### src/ffr_pkg.sv
package ffr_pkg;

  // fixed field widths
  localparam int OPW  = 13;
  localparam int ACTW = 2;
  localparam int IN_TDATA_W  = 16;
  localparam int OUT_TDATA_W = 16;

  // parameter defaults
  localparam int POSITIONS_DEF      = 4096;
  localparam int SCAN_WORD_BITS_DEF = 64;

  typedef enum logic [ACTW-1:0] {
    ACT_QUERY  = 2'd0,
    ACT_INSERT = 2'd1,
    ACT_REMOVE = 2'd2,
    ACT_CLEAR  = 2'd3
  } act_t;

  typedef enum logic [2:0] {
    S_IDLE,
    S_DIV,
    S_RD,
    S_WR,
    S_SCAN
  } state_t;

  // controller to datapath
  typedef struct packed {
    logic load;
    logic scan_start;
    logic scan_en;
    logic div_en;
    logic rd_en;
    logic wr_en;
    logic clr;
  } cmd_t;

  // datapath to controller
  typedef struct packed {
    act_t act;
    logic in_rng;
    logic done;
    logic out_vld;
  } sts_t;

endpackage

### src/ffr_ctrl.sv
module ffr_ctrl (
  input  logic          clk,
  input  logic          rst_n,
  input  logic          in_tvalid,
  output logic          in_tready,
  input  ffr_pkg::sts_t sts,
  output ffr_pkg::cmd_t cmd
);

  ffr_pkg::state_t state_r, state_nxt;

  // state register
  always_ff @(posedge clk) begin
    if (!rst_n) begin
      state_r <= ffr_pkg::S_IDLE;
    end else begin
      state_r <= state_nxt;
    end
  end

  // next state and commands
  always_comb begin
    state_nxt = state_r;
    cmd       = '0;
    in_tready = 1'b0;
    unique case (state_r)
      ffr_pkg::S_IDLE: begin
        in_tready = !sts.out_vld;
        if (in_tvalid && !sts.out_vld) begin
          cmd.load = 1'b1;
          unique case (sts.act)
            ffr_pkg::ACT_QUERY: begin
              cmd.scan_start = 1'b1;
              state_nxt      = ffr_pkg::S_SCAN;
            end
            ffr_pkg::ACT_INSERT, ffr_pkg::ACT_REMOVE: begin
              if (sts.in_rng) begin
                state_nxt = ffr_pkg::S_DIV;
              end
            end
            default: begin
              cmd.clr = 1'b1;
            end
          endcase
        end
      end
      ffr_pkg::S_DIV: begin
        cmd.div_en = 1'b1;
        state_nxt  = ffr_pkg::S_RD;
      end
      ffr_pkg::S_RD: begin
        cmd.rd_en = 1'b1;
        state_nxt = ffr_pkg::S_WR;
      end
      ffr_pkg::S_WR: begin
        cmd.wr_en = 1'b1;
        state_nxt = ffr_pkg::S_IDLE;
      end
      ffr_pkg::S_SCAN: begin
        cmd.scan_en = 1'b1;
        if (sts.done) begin
          state_nxt = ffr_pkg::S_IDLE;
        end
      end
      default: begin
        state_nxt = ffr_pkg::S_IDLE;
      end
    endcase
  end

endmodule

### config.mk
export PLATFORM = sky130hd
export DESIGN_NAME = ffr_ctrl
export DESIGN_NICKNAME = d
export VERILOG_FILES = /design/src/ffr_pkg.sv /design/src/ffr_ctrl.sv
export SDC_FILE = /design/constraint.sdc
export NUM_CORES = 1
export LEC_CHECK = 0
export CAP_MARGIN = 20
export CORE_AREA = 2 2 39 41
export CTS_CLUSTER_SIZE = 12
export DETAILED_ROUTE_END_ITERATION = 10
export DIE_AREA = 0 0 41 43
export DONT_BUFFER_PORTS = 1
export SLEW_MARGIN = 20
export SYNTH_ARGS = -nofsm -noshare
export SYNTH_HDL_FRONTEND = slang
export SYNTH_SLANG_ARGS = --single-unit
### constraint.sdc
create_clock -name clk -period 1 [get_ports clk]
set_input_delay 0.1 -clock clk [delete_from_list [all_inputs] [get_ports clk]]
set_output_delay 0.1 -clock clk [all_outputs]
set_load 0.05 [all_outputs]
* Word level (Yosys, flattened, before mapping)
Index checks and enable logic that the tools add are counted.
Storage, ports and cells: input port bits 8, register bits 3, memories kept 0, RAM bits 0, latch bits 0, memory bits (read-only) 0, word-level logic and storage cells 34, output and inout port bits 8
Cells by class: muxes and demuxes 16, add/subtract/negate cells 0, div/mod/pow operators 0, magnitude comparators 0, reductions and logical operators 7, multiply operators 0, bitwise logic cells 0, shift operators 0, equal/unequal tests 10
Operators by type and width (count):
- one-hot mux 3 bit (4 select lines) | 1
- two-way mux 1 bit | 9
- two-way mux 3 bit | 3
- == test 3 x 2 -> 1 bit, second input constant | 2
- one-hot mux 3 bit (2 select lines) | 1
- two-way mux 2 bit | 2
- inequality test 2 bit, second input constant | 2
- AND reduction 4 bit | 1
- == test 3 x 1 -> 1 bit, second input constant | 1
- == test 3 bit, second input constant | 1
- logical NOT 3 bit | 1
- inequality test 3 x 1 -> 1 bit, second input constant | 1
- inequality test 3 bit, second input constant | 1
- OR reduction 3 bit | 1
- == test 2 x 1 -> 1 bit, second input constant | 1
- == test 2 bit, second input constant | 1
- logical NOT 2 bit | 1
- OR reduction 2 bit | 1
- logical AND 1 bit | 1
- logical NOT 1 bit | 1

* Logic depth before layout (Yosys ltp)
Gate-level depths: netlist of the first run.
depth in word-level cells 5, depth in mapped cells 4, mapped depth without buffers 4

* Least setup slack after synthesis of the first run
No wires, ideal clock.
path kind register to output, from register state_r[0], to output cmd[0] in the netlist's numbering, buffers on the path 0, slack -774 ps, arrival 1674 ps, cell stages (with the launch flop) 3, data required time 900 ps, path through dfxtp_1 -> nor4_4 -> and3_1
RTL lines:
- start, declared | RTL line ffr_ctrl.sv:10 | ffr_pkg::state_t state_r, state_nxt;
- start signal, assigned | RTL line ffr_ctrl.sv:15 | state_r <= ffr_pkg::S_IDLE;
- start signal, assigned | RTL line ffr_ctrl.sv:17 | state_r <= state_nxt;
- end, declared | RTL line ffr_ctrl.sv:7 | output ffr_pkg::cmd_t cmd

==> impl_metrics.prom, run 1 <==
# TYPE chip_impl_metric gauge
chip_impl_metric{name="clock_power_share",unit="%"} 40.9
chip_impl_metric{name="switching_share",unit="%"} 31.6
chip_impl_metric{name="cts.path.max_buffers",unit=""} 2
chip_impl_metric{name="report.final.setup_viol",unit=""} 9
chip_impl_metric{name="multiInputGateArea",unit="µm²"} 201
chip_impl_metric{name="remaining_drc_errors",unit=""} 0
chip_impl_metric{name="tightestPinTransition",unit="ns"} 0.321
chip_impl_metric{name="crit_path_max_incr_delay",unit="ns"} 0.35
chip_impl_metric{name="timing.max_slew.rel_slack",unit="%"} 78.5
chip_impl_metric{name="yosys_warnings",unit=""} 0
chip_impl_metric{name="timing.critical_path.required",unit="ns"} 0.90
chip_impl_metric{name="synth_seq_cells",unit=""} 3
chip_impl_metric{name="layout.cells.non_filler",unit=""} 55
chip_impl_metric{name="power_density",unit="nW/µm²"} 1180
chip_impl_info{name="timing.setup.critical_path_class",value="flop to primary output"} 1
chip_impl_info{name="critical_path.startpoint",value="state_r[2]"} 1
chip_impl_metric{name="drt-vias-per-instance",unit=""} 4.11
chip_impl_metric{name="placedInstanceArea",unit="µm²"} 334
chip_impl_info{name="critPathLaunchType",value="flop"} 1
chip_impl_metric{name="detailedRoute.firstIterationViolations",unit=""} 1
chip_impl_metric{name="share_of_the_yosys_chip_area_belonging_to_registers",unit="%"} 25.7
chip_impl_metric{name="num_antenna_cells",unit=""} 0
chip_impl_metric{name="final_antenna_net_count",unit=""} 0
chip_impl_metric{name="global_route.usage.total",unit="%"} 8.81
chip_impl_info{name="r2r-start",value="state_r[2]"} 1
chip_impl_metric{name="mappedNetlistArea",unit="µm²"} 234
chip_impl_info{name="run_status",value="complete, but fails checks"} 1
chip_impl_metric{name="wirelength",unit="µm"} 634
chip_impl_info{name="r2r_end",value="state_r[2]"} 1
chip_impl_info{name="largest_register",value="state_r"} 1
chip_impl_metric{name="crit_cells",unit=""} 2
chip_impl_metric{name="grt_antenna_before_repair",unit=""} 0
chip_impl_metric{name="seq_power_share",unit="%"} 25.8
chip_impl_info{name="cp_max_stage_cell",value="nor4_4"} 1
chip_impl_metric{name="max_cap_viol_count",unit=""} 0
chip_impl_metric{name="rows",unit=""} 14
chip_impl_metric{name="layout_filler_cell_count",unit=""} 146
chip_impl_metric{name="cells_after_synth",unit=""} 23
chip_impl_metric{name="worst_setup_hold_path_clk_slew",unit="ns"} 0.04
chip_impl_metric{name="fp.dieH",unit="µm"} 43
chip_impl_metric{name="total_power",unit="mW"} 0.522
chip_impl_metric{name="power.ir.vdd_worst",unit="mV"} 0.403
chip_impl_metric{name="final_period_minus_worst_setup_slack",unit="ns"} 1.35
chip_impl_metric{name="seq_area",unit="µm²"} 66.3
chip_impl_metric{name="power.internal",unit="mW"} 0.357
chip_impl_metric{name="placedCellCount",unit=""} 47
chip_impl_metric{name="largest_register_ffs",unit=""} 3
chip_impl_metric{name="routedWlPerCell",unit="µm"} 11.5
chip_impl_metric{name="p_comb_share",unit="%"} 33.3
chip_impl_metric{name="clock-sinks",unit=""} 3
chip_impl_metric{name="dieWidth",unit="µm"} 41
chip_impl_metric{name="post_route_cells_drive_above_1_share",unit="%"} 66.7
chip_impl_metric{name="cp.arrival",unit="ns"} 1.25
chip_impl_metric{name="grt_pass1_wl",unit="µm"} 938
chip_impl_metric{name="post-place-ws",unit="ns"} -0.105
chip_impl_metric{name="detailroute.via_count",unit=""} 226
chip_impl_metric{name="syn-mean-instance-area",unit="µm²"} 10.2
chip_impl_metric{name="max_freq",unit="MHz"} 740
chip_impl_info{name="cpLargestDelayFamily",value="simple AND/OR/NAND/NOR gates"} 1
chip_impl_metric{name="final_net_count",unit=""} 50
chip_impl_info{name="worst_setup_path_end_kind",value="primary output"} 1
chip_impl_metric{name="cts_max_level",unit=""} 1
chip_impl_metric{name="detailed_place_hpwl",unit="µm"} 475
chip_impl_metric{name="critical_path_buffer_and_inverter_count",unit=""} 0
chip_impl_info{name="worstPathCellList",value="nor4_4 -> and3_4"} 1
chip_impl_metric{name="setup_total_negative_slack",unit="ns"} -2.12
chip_impl_info{name="cts-root-buf",value="clkbuf_4"} 1
chip_impl_info{name="setup_repair_after_global_routing_missed_its_margin",value="yes"} 1
chip_impl_metric{name="clock_latency_on_the_worst_skew_pair",unit="ns"} 0.23
chip_impl_info{name="largestRegisters",value="state_r (3)"} 1
chip_impl_metric{name="critical_path_peak_fanout",unit=""} 5
chip_impl_metric{name="fin_area",unit="µm²"} 444
chip_impl_metric{name="grt_pass1_vias",unit=""} 240
chip_impl_metric{name="initial_utilization",unit="%"} 16.9
chip_impl_metric{name="worst_hold_slack",unit="ns"} 0.0180
chip_impl_metric{name="total_switching_power",unit="mW"} 0.165
chip_impl_info{name="worstSetupEndpoint",value="cmd[0]"} 1
chip_impl_metric{name="area_delta_synth_final",unit="%"} 89.8
chip_impl_metric{name="first_pass_iters",unit=""} 4
chip_impl_metric{name="port-buffer-count",unit=""} 0
chip_impl_metric{name="grt_start_max_net_pins",unit=""} 6
chip_impl_info{name="failed_checks",value="negative setup slack"} 1
chip_impl_metric{name="global_route.overflow_total",unit=""} 0
chip_impl_metric{name="r2r_cells",unit=""} 3
chip_impl_info{name="clock_tree_from_tritoncts",value="built"} 1
chip_impl_metric{name="final_core_utilization",unit="%"} 32.1
chip_impl_metric{name="min_period_over_period",unit="%"} 135
chip_impl_metric{name="cts_made_buffers",unit=""} 3
chip_impl_metric{name="timing.final.max_slew_violations",unit=""} 0
chip_impl_metric{name="place.gp.congestion",unit=""} 0.563
chip_impl_metric{name="report.final.hold_viol_count",unit=""} 0
chip_impl_metric{name="syn-num-nets",unit=""} 33
chip_impl_metric{name="ios",unit=""} 16
chip_impl_metric{name="final.setup.worst_slack",unit="ns"} -0.351
chip_impl_metric{name="core",unit="µm²"} 1380
chip_impl_info{name="timing.hold.worst.class",value="primary input to flop"} 1
chip_impl_metric{name="post_synth_num_cell_types",unit=""} 15
chip_impl_metric{name="reg2reg_setup_slack",unit="ns"} 0
chip_impl_metric{name="floorplan.die_area",unit="µm²"} 1760
chip_impl_metric{name="total_leakage_power",unit="nW"} 0.212
chip_impl_metric{name="clock_skew",unit="ns"} 0.000599
## per-layer routing
| metal | up-vias | track usage, % | routed length (µm) |
|---|---|---|---|
| met5 | - | 0 | 0 |
| met3 | 0 | 9.42 | 65 |
| li1 | 115 | - | - |
| met1 | 104 | 6.05 | 211 |
| met2 | 7 | 15.0 | 356 |
| met4 | 0 | 2.00 | 0 |
## cells in the mapped netlist (all sizes together)
cell type  number  area [µm²]
and3b           1        10.0
inv             3        11.3
and2            2        13.8
ha              2        25.0
dfxtp           3        60.1
nor2            1        3.75
nor4            1        21.3
a32o            1        10.0
nor3b           3        27.5
and3            2        12.5
xnor2           1        8.76
o211a           1        10.0
and4b           2        20.0
## logic make-up after synthesis
| group | count (synthesis) | share of synthesized area (%) |
|---|---|---|
| flip-flops | 3 | 25.7 |
| AND/OR/NAND/NOR | 12 | 46.5 |
| AO/OA/AOI/OAI | 2 | 8.56 |
| buffers and inverters | 3 | 4.81 |
| XOR/XNOR | 1 | 3.74 |
| adder cells (fa/ha/maj) | 2 | 10.7 |
## timing repair
| item | 4_1_cts | 5_1_grt |
|---|---|---|
| hold endpoints to repair | 1 | 0 |
| endpoints found under the setup margin | 9 | 9 |
| resized for setup | 13 | 1 |
| setup buffers | 2 | 1 |
| hold buffers | 1 | 0 |
| pin swaps | 2 | 0 |
## power groups by stage
stage	Clock [mW]	Combinational, mW	Sequential [mW]
global placement	0	0.133	0.135
floorplan	0	0.0989	0.138
global route	0.245	0.183	0.135
CTS	0.223	0.169	0.135
detailed placement	0	0.135	0.136
finish	0.214	0.174	0.135
## how the worst min path moves through the flow
stage	start	endpoint	cells past startpoint
3_3_place_gp	rst_n	state_r[0]	1
5_1_grt	rst_n	state_r[1]	1
3_5_place_dp	rst_n	state_r[0]	1
6_report	rst_n	state_r[1]	1
2_1_floorplan	rst_n	state_r[0]	1
4_1_cts	rst_n	state_r[1]	1
## final cells by class
cell class / instances / area share, %
timing repair buffer: 12 / 26.8
tap: 16 / 4.51
clock buffer: 4 / 5.92
inverter: 3 / 2.54
sequential: 3 / 14.9
multi-input combinational: 17 / 45.4
## layout by cell type (no fill, tap or decap)
cell type,instances
buf_6,5
buf_4,5
inv_1,3
clkbuf_4,3
and2_4,2
nor3b_4,2
and3_4,2
and4b_1,2
ha_1,2
dfxtp_2,2
nor2_4,1
nor4_4,1
and3b_2,1
xnor2_1,1
nor3b_1,1
a32o_1,1
o211a_1,1
clkbuf_1,1
dlygate4sd3_1,1
buf_8,1
dfxtp_4,1
Note: power is estimated with default switching activity, not from simulation.
==> run 2: changes to the inputs <==
--- a/config.mk
+++ b/config.mk
@@ -6,11 +6,14 @@
 export NUM_CORES = 1
 export LEC_CHECK = 0
 export CAP_MARGIN = 20
+export CELL_PAD_IN_SITES_DETAIL_PLACEMENT = 0
+export CELL_PAD_IN_SITES_GLOBAL_PLACEMENT = 1
 export CORE_AREA = 2 2 39 41
 export CTS_CLUSTER_SIZE = 12
 export DETAILED_ROUTE_END_ITERATION = 10
 export DIE_AREA = 0 0 41 43
 export DONT_BUFFER_PORTS = 1
+export PLACE_DENSITY_LB_ADDON = 0.1
 export SLEW_MARGIN = 20
 export SYNTH_ARGS = -nofsm -noshare
 export SYNTH_HDL_FRONTEND = slang
==> run 2 against run 1 <==
  * Die area did not move
  * Non-clock buffer count rose by 1
  * Sequential cell count did not move
  * The run still ends with negative setup slack left
  * Sequential share of layout area fell by 0.25 points
  * Worst hold slack improved by 0.0087 ns
  * Cell count rose by 1.8%
  * Critical path depth did not move
  * Largest cell class unchanged
==> impl_metrics.prom, run 2 (same netlist as run 1, synthesis figures left out) <==
# TYPE chip_impl_metric gauge
chip_impl_metric{name="critical_path_peak_fanout",unit=""} 5
chip_impl_metric{name="grt_pass1_wl",unit="µm"} 1260
chip_impl_info{name="setup_repair_after_global_routing_missed_its_margin",value="yes"} 1
chip_impl_metric{name="final_antenna_net_count",unit=""} 0
chip_impl_metric{name="timing.critical_path.required",unit="ns"} 0.90
chip_impl_metric{name="num_antenna_cells",unit=""} 0
chip_impl_metric{name="fin_area",unit="µm²"} 452
chip_impl_metric{name="remaining_drc_errors",unit=""} 0
chip_impl_metric{name="final_period_minus_worst_setup_slack",unit="ns"} 1.36
chip_impl_metric{name="final.setup.worst_slack",unit="ns"} -0.359
chip_impl_metric{name="core",unit="µm²"} 1380
chip_impl_metric{name="total_leakage_power",unit="nW"} 0.216
chip_impl_metric{name="timing.max_slew.rel_slack",unit="%"} 77.8
chip_impl_info{name="final_cell_mix",value="buf_4, buf_6, inv_1, clkbuf_4"} 1
chip_impl_metric{name="detailroute.via_count",unit=""} 242
chip_impl_metric{name="place.gp.congestion",unit=""} 0.642
chip_impl_metric{name="wirelength",unit="µm"} 665
chip_impl_metric{name="first_pass_iters",unit=""} 3
chip_impl_info{name="failed_checks",value="negative setup slack"} 1
chip_impl_metric{name="dieWidth",unit="µm"} 41
chip_impl_metric{name="cts_made_buffers",unit=""} 3
chip_impl_info{name="largest_register",value="state_r"} 1
chip_impl_metric{name="grt_pass1_vias",unit=""} 297
chip_impl_metric{name="post-place-ws",unit="ns"} -0.116
chip_impl_info{name="cp_max_stage_cell",value="nor4_4"} 1
chip_impl_info{name="cts-root-buf",value="clkbuf_4"} 1
chip_impl_metric{name="power_density",unit="nW/µm²"} 1170
chip_impl_metric{name="report.final.setup_viol",unit=""} 9
chip_impl_info{name="critPathLaunchType",value="flop"} 1
chip_impl_metric{name="detailed_place_hpwl",unit="µm"} 504
chip_impl_info{name="timing.setup.critical_path_class",value="flop to primary output"} 1
chip_impl_metric{name="report.final.hold_viol_count",unit=""} 0
chip_impl_metric{name="crit_path_max_incr_delay",unit="ns"} 0.36
chip_impl_metric{name="port-buffer-count",unit=""} 0
chip_impl_metric{name="min_period_over_period",unit="%"} 136
chip_impl_metric{name="largest_register_ffs",unit=""} 3
chip_impl_metric{name="tightestPinTransition",unit="ns"} 0.331
chip_impl_info{name="worst_setup_path_end_kind",value="primary output"} 1
chip_impl_metric{name="global_route.overflow_total",unit=""} 0
chip_impl_metric{name="grt_start_max_net_pins",unit=""} 7
chip_impl_metric{name="max_cap_viol_count",unit=""} 0
chip_impl_metric{name="final_net_count",unit=""} 51
chip_impl_metric{name="drt-vias-per-instance",unit=""} 4.32
chip_impl_metric{name="area_delta_synth_final",unit="%"} 93.0
chip_impl_metric{name="initial_utilization",unit="%"} 16.9
chip_impl_info{name="run_status",value="complete, but fails checks"} 1
chip_impl_metric{name="cp.arrival",unit="ns"} 1.26
chip_impl_metric{name="post_route_cells_drive_above_1_share",unit="%"} 67.5
chip_impl_metric{name="clock_latency_on_the_worst_skew_pair",unit="ns"} 0.23
chip_impl_metric{name="fp.dieH",unit="µm"} 43
chip_impl_metric{name="ios",unit=""} 16
chip_impl_metric{name="floorplan.die_area",unit="µm²"} 1760
chip_impl_metric{name="rows",unit=""} 14
chip_impl_metric{name="routedWlPerCell",unit="µm"} 11.9
chip_impl_metric{name="clock-sinks",unit=""} 3
chip_impl_info{name="timing.hold.worst.class",value="primary input to flop"} 1
chip_impl_metric{name="max_freq",unit="MHz"} 736
chip_impl_metric{name="global_route.usage.total",unit="%"} 10.5
chip_impl_metric{name="cts.path.max_buffers",unit=""} 2
chip_impl_metric{name="worst_setup_hold_path_clk_slew",unit="ns"} 0.04
chip_impl_info{name="layout.cells.most_common",value="buf_4"} 1
chip_impl_info{name="worstPathCellList",value="nor4_4 -> and3_4"} 1
chip_impl_metric{name="cts_max_level",unit=""} 1
chip_impl_info{name="largestRegisters",value="state_r (3)"} 1
chip_impl_info{name="clock_tree_from_tritoncts",value="built"} 1
chip_impl_metric{name="clock_skew",unit="ns"} 0.00126
chip_impl_metric{name="placedInstanceArea",unit="µm²"} 334
chip_impl_metric{name="timing.final.max_slew_violations",unit=""} 0
chip_impl_metric{name="power.ir.vdd_worst",unit="mV"} 0.440
chip_impl_metric{name="detailedRoute.firstIterationViolations",unit=""} 4
chip_impl_metric{name="grt_antenna_before_repair",unit=""} 0
-- run 2: timing repair --
item | CTS | global route
setup buffers | 4 | 1
gates resized for setup | 13 | 2
endpoints found under the setup margin | 9 | 9
hold buffers | 1 | 0
pin swaps | 5 | 1
endpoints found under the hold margin | 1 | 0
-- run 2: path summary, 6_finish.rpt --
| kind | startpoint | end | slack (ns) | depth (start not counted) |
|---|---|---|---|---|
| worst min register to register | state_r[2] | state_r[1] | 0.66 | 3 |
| worst min-delay path | rst_n | state_r[1] | 0.03 | 1 |
| worst max register to register | state_r[2] | state_r[2] | -0.18 | 5 |
| worst max-delay path | state_r[2] | cmd[0] | -0.36 | 2 |
-- run 2: layout make-up --
type | instances | area, µm²
flip-flops and latches | 3 | 66.3
fillers | 151 | 932
repair buffers | 13 | 126
clock buffers | 4 | 26.3
multi-input cells | 17 | 201
well taps | 16 | 20.0
inverters | 3 | 11.3
-- run 2: layer usage --
layer | vias up | part of all wire [%] | GRT usage, %
li1 | 117 | - | -
met1 | 113 | 39 | 12.8
met2 | 12 | 53 | 15.6
met3 | 0 | 8.3 | 3.14
met4 | 0 | 0 | 6.00
met5 | - | 0 | 0
-- run 2: where the power goes --
group	internal (mW)	switching, mW
Combinational	0.0857	0.0949
Sequential	0.125	0.00800
Clock	0.150	0.0637
-- run 2: through the flow --
| stage | TNS (ns) | power, mW | hold slack [ns] | util [%] | std cells |
|---|---|---|---|---|---|
| after floorplan | -2.70 | 0.237 | 0.233 | - | 23 |
| after global placement | -0.342 | 0.274 | 0.243 | 24.1 | 47 |
| after detailed placement | -0.412 | 0.274 | 0.251 | 24.1 | 47 |
| after CTS | -2.69 | 0.536 | 0.0183 | 32.2 | 56 |
| after global routing | -3.14 | 0.570 | 0.0137 | 32.6 | 56 |
| final | -2.60 | 0.527 | 0.0267 | 32.6 | 56 |
-- run 2: worst max-delay path: cells and delay by family, from the launching register on --
family / cells / cell delay (ns)
simple gates: 2 / 0.71
flops: 1 / 0.32
==> run 3: changes to the inputs <==
--- a/config.mk
+++ b/config.mk
@@ -5,6 +5,7 @@
 export SDC_FILE = /design/constraint.sdc
 export NUM_CORES = 1
 export LEC_CHECK = 0
+export ABC_AREA = 1
 export CAP_MARGIN = 20
 export CELL_PAD_IN_SITES_DETAIL_PLACEMENT = 0
 export CELL_PAD_IN_SITES_GLOBAL_PLACEMENT = 1
==> run 3 against run 2 <==
  * The run still ends with negative setup slack left
  * Die area unchanged
  * Combinational power up 66%
  * Clock skew up 0.00096 ns
  * Sequential power about the same
  * Worst hold slack worse by 0.0037 ns
  * First-iteration DRC count down 75%
  * Core utilization up 14 points
  * Synthesized cell count up 74%
  * Global-route usage up 0.81 points
  * Worst setup slack better by 0.13 ns
  * Maximum frequency up 10%
  * Register-to-register slack better by 0.07 ns
==> impl_metrics.prom, run 3 <==
# TYPE chip_impl_metric gauge
chip_impl_metric{name="cts_made_buffers",unit=""} 3
chip_impl_metric{name="total_leakage_power",unit="nW"} 0.275
chip_impl_metric{name="initial_utilization",unit="%"} 19.0
chip_impl_metric{name="dr_wl_met3",unit="µm"} 29
chip_impl_info{name="netlist_top_cells_count",value="inv_1, nand2_1, nor2_1, dfxtp_1"} 1
chip_impl_info{name="r2r-start",value="state_r[0]"} 1
chip_impl_metric{name="power_density",unit="nW/µm²"} 989
chip_impl_info{name="synth.top_cells.by_area",value="dfxtp_1, inv_1, ha_1"} 1
chip_impl_metric{name="clock-sinks",unit=""} 3
chip_impl_metric{name="routedWlPerCell",unit="µm"} 10.1
chip_impl_info{name="post-synth-top-count-cell",value="inv_1"} 1
chip_impl_metric{name="ys_async_sr_fraction",unit="%"} 0
chip_impl_metric{name="share_of_the_yosys_chip_area_belonging_to_registers",unit="%"} 22.9
chip_impl_metric{name="place.gp.congestion",unit=""} 0.658
chip_impl_metric{name="post_route_cells_drive_above_1_share",unit="%"} 64.5
chip_impl_metric{name="multiInputGateArea",unit="µm²"} 238
chip_impl_info{name="timing.hold.worst.class",value="primary input to flop"} 1
chip_impl_metric{name="placedCellCount",unit=""} 70
chip_impl_metric{name="tightestPinTransition",unit="ns"} 0.213
chip_impl_metric{name="min_period_over_period",unit="%"} 123
chip_impl_info{name="worst_setup_path_end_kind",value="primary output"} 1
chip_impl_info{name="largestRegisters",value="state_r (3)"} 1
chip_impl_info{name="timing.setup.critical_path_class",value="flop to primary output"} 1
chip_impl_metric{name="setup_total_negative_slack",unit="ns"} -1.64
chip_impl_metric{name="report.final.setup_viol",unit=""} 10
chip_impl_info{name="commonest_register_cell_after_synthesis",value="dfxtp_1"} 1
chip_impl_metric{name="dieWidth",unit="µm"} 41
chip_impl_info{name="worstSetupEndpoint",value="cmd[5]"} 1
chip_impl_metric{name="detailedRoute.firstIterationViolations",unit=""} 1
chip_impl_metric{name="global_route.usage.total",unit="%"} 11.3
chip_impl_metric{name="layout.cells.non_filler",unit=""} 78
chip_impl_metric{name="port-buffer-count",unit=""} 0
chip_impl_metric{name="report.final.hold_viol_count",unit=""} 0
chip_impl_metric{name="cts_max_level",unit=""} 1
chip_impl_metric{name="cells_after_synth",unit=""} 40
chip_impl_metric{name="grt_pass1_vias",unit=""} 340
chip_impl_metric{name="floorplan.die_area",unit="µm²"} 1760
chip_impl_metric{name="remaining_drc_errors",unit=""} 0
chip_impl_metric{name="reg2reg_setup_slack",unit="ns"} -0.11
chip_impl_metric{name="cts.path.max_buffers",unit=""} 2
chip_impl_metric{name="max_cap_viol_count",unit=""} 0
chip_impl_metric{name="syn-mean-instance-area",unit="µm²"} 6.57
chip_impl_metric{name="timing.final.max_slew_violations",unit=""} 0
chip_impl_metric{name="final_net_count",unit=""} 73
chip_impl_metric{name="rows",unit=""} 14
chip_impl_info{name="setup_repair_after_global_routing_missed_its_margin",value="yes"} 1
chip_impl_info{name="topRoutingLayerUsed",value="met4"} 1
chip_impl_metric{name="drt-vias-per-instance",unit=""} 4.23
chip_impl_metric{name="seq_area",unit="µm²"} 68.8
chip_impl_metric{name="max_freq",unit="MHz"} 810
chip_impl_info{name="synth_area_leader",value="dfxtp_1"} 1
chip_impl_info{name="largest_register",value="state_r"} 1
chip_impl_metric{name="power.ir.vdd_worst",unit="mV"} 0.441
chip_impl_metric{name="cp.arrival",unit="ns"} 1.13
chip_impl_info{name="failed_checks",value="negative setup slack"} 1
chip_impl_metric{name="r2r_cells",unit=""} 7
chip_impl_metric{name="timing.max_slew.rel_slack",unit="%"} 85.8
chip_impl_metric{name="critical_path_peak_fanout",unit=""} 5
chip_impl_metric{name="core",unit="µm²"} 1380
chip_impl_metric{name="final.setup.worst_slack",unit="ns"} -0.234
chip_impl_metric{name="detailroute.via_count",unit=""} 330
chip_impl_metric{name="synth_top_cell_area_share",unit="%"} 22.9
chip_impl_metric{name="yosys_warnings",unit=""} 0
chip_impl_metric{name="fp.dieH",unit="µm"} 43
chip_impl_metric{name="mappedNetlistArea",unit="µm²"} 263
chip_impl_metric{name="area_delta_synth_final",unit="%"} 147
chip_impl_metric{name="syn-num-nets",unit=""} 50
chip_impl_metric{name="wirelength",unit="µm"} 789
chip_impl_info{name="holdCritStartpoint",value="rst_n"} 1
chip_impl_info{name="clock_tree_from_tritoncts",value="built"} 1
chip_impl_metric{name="worst_setup_hold_path_clk_slew",unit="ns"} 0.04
chip_impl_metric{name="global_route.overflow_total",unit=""} 0
chip_impl_metric{name="grt_antenna_before_repair",unit=""} 0
chip_impl_info{name="critPathLaunchType",value="flop"} 1
chip_impl_metric{name="placedInstanceArea",unit="µm²"} 562
chip_impl_metric{name="post_synth_num_cell_types",unit=""} 16
chip_impl_metric{name="fin_area",unit="µm²"} 648
chip_impl_info{name="cts-root-buf",value="clkbuf_4"} 1
chip_impl_metric{name="ios",unit=""} 16
chip_impl_info{name="r2r_end",value="state_r[2]"} 1
chip_impl_info{name="run_status",value="complete, but fails checks"} 1
chip_impl_metric{name="detailed_place_hpwl",unit="µm"} 661
chip_impl_metric{name="post-place-ws",unit="ns"} -0.0807
chip_impl_metric{name="clock_latency_on_the_worst_skew_pair",unit="ns"} 0.23
chip_impl_metric{name="synth_seq_cells",unit=""} 3
chip_impl_metric{name="wl_met2",unit="µm"} 488
chip_impl_metric{name="route.layer.met1.wl",unit="µm"} 263
chip_impl_info{name="layout.cells.most_common",value="buf_12"} 1
chip_impl_info{name="critical_path.startpoint",value="state_r[0]"} 1
chip_impl_metric{name="grt_pass1_wl",unit="µm"} 1320
chip_impl_metric{name="first_pass_iters",unit=""} 2
chip_impl_metric{name="synth_edf_count",unit=""} 0
chip_impl_metric{name="final_period_minus_worst_setup_slack",unit="ns"} 1.23
chip_impl_metric{name="num_antenna_cells",unit=""} 0
chip_impl_metric{name="grt_start_max_net_pins",unit=""} 6
chip_impl_metric{name="largest_register_ffs",unit=""} 3
chip_impl_metric{name="timing.critical_path.required",unit="ns"} 0.90
chip_impl_info{name="final_cell_mix",value="buf_12, inv_1, buf_4, nor2_4, nand2_1"} 1
chip_impl_metric{name="layout_filler_cell_count",unit=""} 139
chip_impl_metric{name="final_antenna_net_count",unit=""} 0
chip_impl_metric{name="clock_skew",unit="ns"} 0.00222
run 3: cell count changes after synthesis, sizes merged, moves of 3 or more:
cell,previous run,this run
inv,3,10
nand2,0,7
nor2,1,8
nor3,0,4
nor3b,3,0
run 3: where the power goes:
part           switching, mW  leakage, nW  internal, mW
Combinational          0.160        0.234         0.141
Sequential           0.00797       0.0263         0.124
Clock                 0.0593       0.0150         0.149
run 3: critical path, cell delays in order (launching register included):
cell,delay (ns)
dfxtp_4,0.35
nor2_4,0.13
nand2_4,0.10
nor3_4,0.16
buf_12,0.16
run 3: how the worst min path moves through the flow:
stage | endpoint | slack (ns) | cells past startpoint
2_1_floorplan | state_r[1] | 0.22 | 1
5_1_grt | state_r[0] | 0.02 | 2
6_report | state_r[0] | 0.02 | 2
4_1_cts | state_r[0] | 0.02 | 2
3_5_place_dp | state_r[1] | 0.24 | 1
3_3_place_gp | state_r[1] | 0.22 | 1
run 3: kinds of logic after synthesis:
family | share of synthesized area [%]
adder cells (fa/ha/maj) | 9.52
AO/OA/AOI/OAI | 6.67
buffers and inverters | 14.3
AND/OR/NAND/NOR | 46.7
flip-flops | 22.9
run 3: cell type report:
cell class / instances / area share (%)
Tap cell: 16 / 3.09
Clock buffer: 4 / 4.05
Inverter: 10 / 5.79
Sequential cell: 3 / 10.6
Multi-Input combinational cell: 27 / 36.7
Timing Repair Buffer: 18 / 39.8
run 3: through the flow:
| stage | total power [mW] | hold WS [ns] | utilization, % |
|---|---|---|---|
| 2_1_floorplan | 0.299 | 0.217 | - |
| 3_3_place_gp | 0.404 | 0.221 | 40.6 |
| 3_5_place_dp | 0.408 | 0.238 | 40.6 |
| 4_1_cts | 0.641 | 0.0170 | 45.7 |
| 5_1_grt | 0.684 | 0.0220 | 46.8 |
| 6_report | 0.641 | 0.0230 | 46.8 |
run 3: routing by layer:
metal  GRT usage (%)  up-vias
met5               0        -
met3            3.66        2
met1            11.3      155
li1                -      167
met2            18.4        6
met4            8.00        0
run 3: what timing repair did:
action,in CTS,in global routing
pin swaps,6,2
setup buffers,2,1
hold buffers,1,0
hold endpoints to repair,1,0
resized for setup,5,2
setup endpoints to repair,8,11
